$ cat config.mk
export PLATFORM = sky130hd
export DESIGN_NAME = mlfq_thread_scheduler_top
export DESIGN_NICKNAME = d
export VERILOG_FILES = /design/src/rtl/mlfq_pkg.sv /design/src/rtl/mlfq_thread_scheduler_top.sv
export SDC_FILE = /design/constraint.sdc
export NUM_CORES = 1
export LEC_CHECK = 0
export ABC_AREA = 1
export BUFFER_PORTS_ARGS = -buffer_cell sky130_fd_sc_hd__buf_2
export CAP_MARGIN = 0
export CORE_MARGIN = 4
export CORE_UTILIZATION = 45
export CTS_CLUSTER_DIAMETER = 150
export DETAILED_ROUTE_END_ITERATION = 7
export PLACE_DENSITY_LB_ADDON = 0.12
export SLEW_MARGIN = 25
export SYNTH_ARGS = -nofsm -noshare
export SYNTH_HDL_FRONTEND = slang
export SYNTH_SLANG_ARGS = --single-unit
$ cat constraint.sdc
create_clock -name clk -period 7.9 [get_ports clk]
set_clock_uncertainty 0.15 [all_clocks]
set_input_delay 0.79 -clock clk [delete_from_list [all_inputs] [get_ports clk]]
set_output_delay 0.79 -clock clk [all_outputs]
set_load 0.05 [all_outputs]
$ cat src/rtl/mlfq_pkg.sv
// ----------------------------------------------------------------------------
// mlfq_pkg
// shared types and constants for the four-level feedback queue scheduler
// ----------------------------------------------------------------------------
package mlfq_pkg;

  localparam int MAX_THREADS = 32;
  localparam int NUM_LEVELS  = 4;

  localparam int ID_W  = $clog2(MAX_THREADS);
  localparam int LVL_W = $clog2(NUM_LEVELS);
  localparam int CNT_W = $clog2(MAX_THREADS + 1);
  localparam int BP_W  = 8;

  localparam logic [BP_W-1:0] BOOST_PERIOD_RESET = BP_W'(10);

  typedef enum logic [1:0] {
    CMD_ENQUEUE = 2'd0,
    CMD_PREEMPT = 2'd1,
    CMD_YIELD   = 2'd2,
    CMD_BLOCK   = 2'd3
  } cmd_t;

  typedef struct packed {
    cmd_t             command;
    logic [ID_W-1:0]  thread_id;
    logic [LVL_W-1:0] enqueue_level;
  } in_item_t;

  typedef struct packed {
    logic             running_valid;
    logic [ID_W-1:0]  running_id;
    logic [LVL_W-1:0] running_level;
    logic             boost_done;
  } out_item_t;

endpackage

$ cat src/rtl/mlfq_thread_scheduler_top.sv
// ----------------------------------------------------------------------------
// mlfq_thread_scheduler_top
// one event per cycle; the out_strobe result is registered and follows start in the next cycle
// throughput one item every cycle, busy stays low; the receiver cannot stall
// all queue updates of an event settle in one pass through the comb logic
// sync reset: queues empty, nothing running, boost period back to 10
// link store has no reset, entries are written before they are followed
// ----------------------------------------------------------------------------
module mlfq_thread_scheduler_top (
  input  logic                              clk,
  input  logic                              rst_n,
  input  logic                              start,
  output logic                              busy,
  input  mlfq_pkg::in_item_t                in_item,
  output logic                              out_strobe,
  output mlfq_pkg::out_item_t               out_item,
  input  logic                              cfg_we,
  input  logic [mlfq_pkg::BP_W-1:0]         cfg_wdata
);
  import mlfq_pkg::*;

  // queue state
  logic [ID_W-1:0]  head_r [NUM_LEVELS];
  logic [ID_W-1:0]  tail_r [NUM_LEVELS];
  logic [CNT_W-1:0] cnt_r  [NUM_LEVELS];
  logic [ID_W-1:0]  head_nxt [NUM_LEVELS];
  logic [ID_W-1:0]  tail_nxt [NUM_LEVELS];
  logic [CNT_W-1:0] cnt_nxt  [NUM_LEVELS];

  // running thread and boost bookkeeping
  logic             run_valid_r, run_valid_nxt;
  logic [ID_W-1:0]  run_id_r, run_id_nxt;
  logic [LVL_W-1:0] run_level_r, run_level_nxt;
  logic [BP_W-1:0]  disp_cnt_r, disp_cnt_nxt;
  logic [BP_W-1:0]  boost_period_r;
  logic             boost_nxt;

  // next-link store, two write slots per event applied in order
  logic [ID_W-1:0]  link_r [MAX_THREADS];
  logic             w1_en, w2_en;
  logic [ID_W-1:0]  w1_addr, w2_addr, w1_data, w2_data;

  // result register
  logic             out_strobe_r;
  out_item_t        out_item_r;

  // total of queued entries before this event (boost keeps the total)
  logic [CNT_W+1:0] total_q;

  logic             accept;

  assign accept = start;   // never busy
  assign busy   = 1'b0;

  always_comb begin
    total_q = '0;
    for (int k = 0; k < NUM_LEVELS; k++) begin
      total_q = total_q + (CNT_W+2)'(cnt_r[k]);
    end
  end

  always_comb begin
    logic [ID_W-1:0]  h [NUM_LEVELS];
    logic [ID_W-1:0]  t [NUM_LEVELS];
    logic [CNT_W-1:0] c [NUM_LEVELS];
    logic             rv;
    logic             room;
    logic             schedule;
    logic [BP_W-1:0]  period;
    logic [BP_W:0]    disp_inc;
    logic [LVL_W-1:0] lv;
    logic [LVL_W-1:0] back;
    logic [LVL_W-1:0] sel;
    logic             found;
    logic [ID_W-1:0]  pick;
    logic [ID_W-1:0]  link_rd;

    for (int k = 0; k < NUM_LEVELS; k++) begin
      h[k] = head_r[k];
      t[k] = tail_r[k];
      c[k] = cnt_r[k];
    end
    rv            = run_valid_r;
    run_id_nxt    = run_id_r;
    run_level_nxt = run_level_r;
    disp_cnt_nxt  = disp_cnt_r;
    boost_nxt     = 1'b0;
    w1_en   = 1'b0;
    w1_addr = '0;
    w1_data = '0;
    w2_en   = 1'b0;
    w2_addr = '0;
    w2_data = '0;
    sel     = '0;
    found   = 1'b0;
    pick    = '0;
    link_rd = '0;
    back    = run_level_r;

    room     = (total_q < (CNT_W+2)'(MAX_THREADS));
    period   = (boost_period_r == '0) ? BP_W'(1) : boost_period_r;
    disp_inc = {1'b0, disp_cnt_r} + 1'b1;
    // level field already spans exactly the level range, id field the id range
    lv       = in_item.enqueue_level;

    // enqueue goes through the first write slot
    if (in_item.command == CMD_ENQUEUE && room) begin
      if (c[lv] != '0) begin
        w1_en   = 1'b1;
        w1_addr = t[lv];
        w1_data = in_item.thread_id;
      end else begin
        h[lv] = in_item.thread_id;
      end
      t[lv] = in_item.thread_id;
      c[lv] = c[lv] + 1'b1;
    end

    schedule = (in_item.command != CMD_ENQUEUE) || !run_valid_r;

    if (schedule) begin
      // periodic boost: level 1 merges behind level 0, the rest shift up
      if (disp_inc >= {1'b0, period}) begin
        boost_nxt = 1'b1;
        if (c[1] != '0) begin
          if (c[0] != '0) begin
            if (in_item.command == CMD_ENQUEUE) begin
              w2_en   = 1'b1;
              w2_addr = t[0];
              w2_data = h[1];
            end else begin
              w1_en   = 1'b1;
              w1_addr = t[0];
              w1_data = h[1];
            end
          end else begin
            h[0] = h[1];
          end
          t[0] = t[1];
          c[0] = c[0] + c[1];
        end
        for (int k = 1; k < NUM_LEVELS - 1; k++) begin
          h[k] = h[k+1];
          t[k] = t[k+1];
          c[k] = c[k+1];
        end
        h[NUM_LEVELS-1] = '0;
        t[NUM_LEVELS-1] = '0;
        c[NUM_LEVELS-1] = '0;
      end

      // running thread leaves the processor; preempt demotes one level, but not below the last
      if (in_item.command != CMD_ENQUEUE && run_valid_r) begin
        if (in_item.command == CMD_PREEMPT && run_level_r < LVL_W'(NUM_LEVELS - 1)) begin
          back = run_level_r + 1'b1;
        end
        if (in_item.command != CMD_BLOCK && room) begin
          if (c[back] != '0) begin
            w2_en   = 1'b1;
            w2_addr = t[back];
            w2_data = run_id_r;
          end else begin
            h[back] = run_id_r;
          end
          t[back] = run_id_r;
          c[back] = c[back] + 1'b1;
        end
        rv = 1'b0;
      end

      // dispatch the head of the most urgent non-empty level
      if (!rv) begin
        for (int k = NUM_LEVELS - 1; k >= 0; k--) begin
          if (c[k] != '0) begin
            sel   = LVL_W'(k);
            found = 1'b1;
          end
        end
        pick = h[sel];
        // link read sees this event's writes, later slot first
        if (w2_en && w2_addr == pick) begin
          link_rd = w2_data;
        end else if (w1_en && w1_addr == pick) begin
          link_rd = w1_data;
        end else begin
          link_rd = link_r[pick];
        end
        if (found) begin
          rv            = 1'b1;
          run_id_nxt    = pick;
          run_level_nxt = sel;
          if (c[sel] > CNT_W'(1)) begin
            h[sel] = link_rd;
          end else begin
            h[sel] = '0;
            t[sel] = '0;
          end
          c[sel] = c[sel] - 1'b1;
          disp_cnt_nxt = (disp_inc >= {1'b0, period}) ? '0 : disp_inc[BP_W-1:0];
        end else begin
          run_id_nxt    = '0;
          run_level_nxt = '0;
        end
      end
    end

    for (int k = 0; k < NUM_LEVELS; k++) begin
      head_nxt[k] = h[k];
      tail_nxt[k] = t[k];
      cnt_nxt[k]  = c[k];
    end
    run_valid_nxt = rv;
  end

  // control and queue registers
  always_ff @(posedge clk) begin
    if (!rst_n) begin
      for (int k = 0; k < NUM_LEVELS; k++) begin
        head_r[k] <= '0;
        tail_r[k] <= '0;
        cnt_r[k]  <= '0;
      end
      run_valid_r    <= 1'b0;
      run_id_r       <= '0;
      run_level_r    <= '0;
      disp_cnt_r     <= '0;
      boost_period_r <= BOOST_PERIOD_RESET;
      out_strobe_r   <= 1'b0;
    end else begin
      if (cfg_we) begin
        boost_period_r <= cfg_wdata;
      end
      out_strobe_r <= accept;
      if (accept) begin
        for (int k = 0; k < NUM_LEVELS; k++) begin
          head_r[k] <= head_nxt[k];
          tail_r[k] <= tail_nxt[k];
          cnt_r[k]  <= cnt_nxt[k];
        end
        run_valid_r <= run_valid_nxt;
        run_id_r    <= run_id_nxt;
        run_level_r <= run_level_nxt;
        disp_cnt_r  <= disp_cnt_nxt;
      end
    end
  end

  // result payload and link store, no reset needed
  always_ff @(posedge clk) begin
    if (accept) begin
      out_item_r.running_valid <= run_valid_nxt;
      out_item_r.running_id    <= run_valid_nxt ? run_id_nxt : '0;
      out_item_r.running_level <= run_valid_nxt ? run_level_nxt : '0;
      out_item_r.boost_done    <= boost_nxt;
      // later slot wins when both hit one entry
      if (w1_en && !(w2_en && w2_addr == w1_addr)) begin
        link_r[w1_addr] <= w1_data;
      end
      if (w2_en) begin
        link_r[w2_addr] <= w2_data;
      end
    end
  end

  assign out_strobe = out_strobe_r;
  assign out_item   = out_item_r;

`ifndef SYNTHESIS
  // every accepted event yields exactly one result on the next cycle
  a_one_result: assert property (@(posedge clk) disable iff (!rst_n)
    start |=> out_strobe) else $error("missing result strobe");

  a_no_spurious: assert property (@(posedge clk) disable iff (!rst_n)
    !start |=> !out_strobe) else $error("result without event");

  // queues never hold more entries than there are threads
  a_total_bound: assert property (@(posedge clk) disable iff (!rst_n)
    total_q <= (CNT_W+2)'(MAX_THREADS)) else $error("queue total overflow");

  // a boost that dispatched restarts the dispatch count
  a_boost_count: assert property (@(posedge clk) disable iff (!rst_n)
    out_strobe && out_item.boost_done && out_item.running_valid |-> disp_cnt_r == '0)
    else $error("dispatch count not restarted on boost");
`endif

endmodule
==> impl_metrics.yaml <==
synthesis:
  ys_types: 59
  async_flop_share_pct: 0
  syn-cell-area_um2: 19390
  syn_inst: 2762
  yosysWarnings: 0
  synthesis.nets: 2820
  yosysSeqAreaShare_pct: 38.66
  synth_edf_count: 233
  syn_avg_cell_area_um2: 7.022
  synth_ff_type: "edfxtp_1"
  ys_seq_elements: 258
clocking:
  clock_latency_ns: 0.56
  tritoncts: "yes"
  cts-root-buf: "clkbuf_16"
  cts_hold_buf: 0
  clock_sinks: 258
  htree_levels: 2
  cts_buffer_depth: 3
  cts_buffers: 34
  clk_pin_slew_worst_paths_ns: 0.06
critical_path:
  crit_start: "cnt_r[2][2]"
  rr_startpoint: "cnt_r[2][2]"
  r2r_slack_ns: 0.49
  worstSetupPathType: "flip-flop to flip-flop"
  crit_path_start_kind: "flip-flop"
  slowest_delay_ns: 0.50
  arrival_ns: 7.65
  reg2reg_to: "head_r[0][4]"
  cp_max_fo: 21
  cp_common_cell: "nand2_1"
  reg2regPathDepth: 47
  cp-end-kind: "flip-flop"
  crit_slowest_cell: "fa_1"
  crit_required_ns: 8.14
placed_design:
  port_buffers: 30
  post-place-ws_ns: 0.2590
  gp_congestion: 0.9924
  hpwl_um: 55680
pwr:
  leakagePower_uw: 0.009446
  ir_worst_vdd_mv: 0.3141
  power.density_nw_per_um2: 458.4
  total_power_uw: 10140
drt:
  vias_per_cell: 5.910
  drc: 0
  ant_nets: 0
  avgRoutedWirePerCell_um: 23.13
  vias: 20120
  drtPass1Iterations: 8
  first_iter_violations: 2290
  routed_wl_um: 78770
final_layout:
  final_cell_mix: "744 x nand2_1, 334 x o21ai_0, 303 x inv_1, 270 x nand3_1, 233 x edfxtp_1"
  nNetsFinal: 2861
  diodes: 0
  final_common_cell: "nand2_1"
  syn2layout_area_growth_pct: 14.03
  drive_gt1_share_pct: 12.31
grt:
  grt_max_degree: 81
  grt_pass1_vias: 19190
  grt_overflow_total: 0
  grt_use_total_pct: 32.43
  grt_pass1_wl_um: 116000
  antenna_found_initial: 0
floorplan:
  die_h_um: 215.6
  start_util_pct: 45.83
  die_w_um: 215.6
  die-area_um2: 46490
  rows: 75
  io_pins: 32
  fp.coreArea_um2: 42320
timing:
  slew_viol_final: 0
  setup_ws_ns: 0.4910
  setup_viol: 0
  max_freq_ghz: 0.1350
  tightest_slew_ns: 0.9567
  hold_viol: 0
  period_share_pct: 93.78
  min_period_ns: 7.409
  relSlewSlack_pct: 35.54
min_path:
  min_from: "cfg_wdata[1]"
  hold_path_class: "primary input to flip-flop"
  holdPathEnd: "boost_period_r[1]"
  hold_depth: 3
run_status:
  status: "finished clean"
flow_run:
  cap_violations: 0
==> report_power, final <==
part / total (uW) / switching [uW] / internal, uW
clock network: 1600 / 640 / 960
logic: 6720 / 4650 / 2070
registers: 1820 / 107 / 1710
total: 10100 / 5400 / 4740
==> routing by layer <==
metal | part of all wire, % | up-vias | GRT usage, %
met5 | 0 | - | 0
met4 | 8.0 | 0 | 20.87
met3 | 7.3 | 309 | 4.051
met2 | 47 | 1038 | 55.03
met1 | 38 | 9422 | 38.92
li1 | - | 9354 | -
==> cells in the mapped netlist (11+ instances only) <==
cell type | instances | area (um^2)
dfxtp_1 | 25 | 500.5
inv_2 | 19 | 71.32
nand2_2 | 20 | 125.1
o31ai_1 | 25 | 187.7
nor3_1 | 16 | 80.08
nand2_1 | 753 | 2826
nand3_1 | 271 | 1356
o21ai_1 | 29 | 145.1
or2_2 | 13 | 81.33
clkbuf_1 | 120 | 450.4
buf_2 | 26 | 130.1
fa_1 | 11 | 220.2
xor2_1 | 15 | 131.4
nand3b_1 | 29 | 217.7
a21oi_1 | 108 | 540.5
edfxtp_1 | 233 | 6997
o22ai_1 | 42 | 262.8
nand4_1 | 15 | 93.84
nor2_1 | 168 | 630.6
o211ai_1 | 29 | 217.7
nor2_2 | 22 | 137.6
inv_1 | 307 | 1152
ha_1 | 26 | 325.3
o21ai_0 | 343 | 1717
==> worst max path at each step <==
stage / end / slack (ns) / cells after the start
floorplan: tail_r[2][2] / 1.10 / 40
global placement: head_r[0][4] / 0.29 / 41
detailed placement: head_r[3][3] / 0.26 / 39
CTS: head_r[2][4] / 0.23 / 39
global route: head_r[2][4] / -0.02 / 44
finish: head_r[0][4] / 0.49 / 47
==> what timing repair did <==
action,in CTS,in global routing
endpoints found under the setup margin,0,180
gates resized for setup,0,48
setup buffers,0,10
hold endpoints to repair,0,0
==> stage by stage <==
step                 TNS, ns  cells  cell area (um^2)  utilization (%)  hold slack [ns]
floorplan                  0   2762             19390                -           0.3038
detailed placement         0   3330             20660            48.81           0.3310
finish                     0   3405             22120            52.26           0.3158
global placement           0   3330             20660            48.81           0.3229
global route        -0.04836   3405             22120            52.26           0.3267
CTS                        0   3391             21780            51.45           0.2928
==> cell type report <==
cell class	instances	area (um^2)
fillers	4263	20210
multi-input cells	2007	10160
flip-flops and latches	258	7497
repair buffers	170	1370
inverters	332	1251
clock buffers	46	927.1
well taps	577	721.9
clock inverters	15	192.7
==> sequential cells by signal (all words and copies together) (netlist names) <==
register	cells
boost_period_r	8
cnt_r	24
disp_cnt_r	8
head_r	20
link_r	160
out_item	9
out_strobe	1
run_id_r	5
run_level_r	2
run_valid_r	1
tail_r	20
==> cell families (layout without fill, tap and decap cells) <==
logic type / count (synthesis) / count (layout) / share of synthesized area (%)
buf+inv: 498 / 563 / 10.12
compound gates: 621 / 621 / 17.67
flops: 258 / 258 / 38.66
other cells: 1 / 1 / 0.01934
simple gates: 1330 / 1331 / 29.96
xor+xnor: 17 / 17 / 0.7677
fa+ha+maj: 37 / 37 / 2.813
==> worst max-delay path: cells and delay by family, from the launching register on <==
| kind | cells | cell delay, ns |
|---|---|---|
| and+or+nand+nor | 29 | 2.96 |
| adders and majority gates | 4 | 1.59 |
| buffers and inverters | 10 | 1.38 |
| AOI/OAI and AO/OA | 4 | 0.73 |
| DFF | 1 | 0.38 |
No activity file was read; power rests on OpenSTA's default activity.
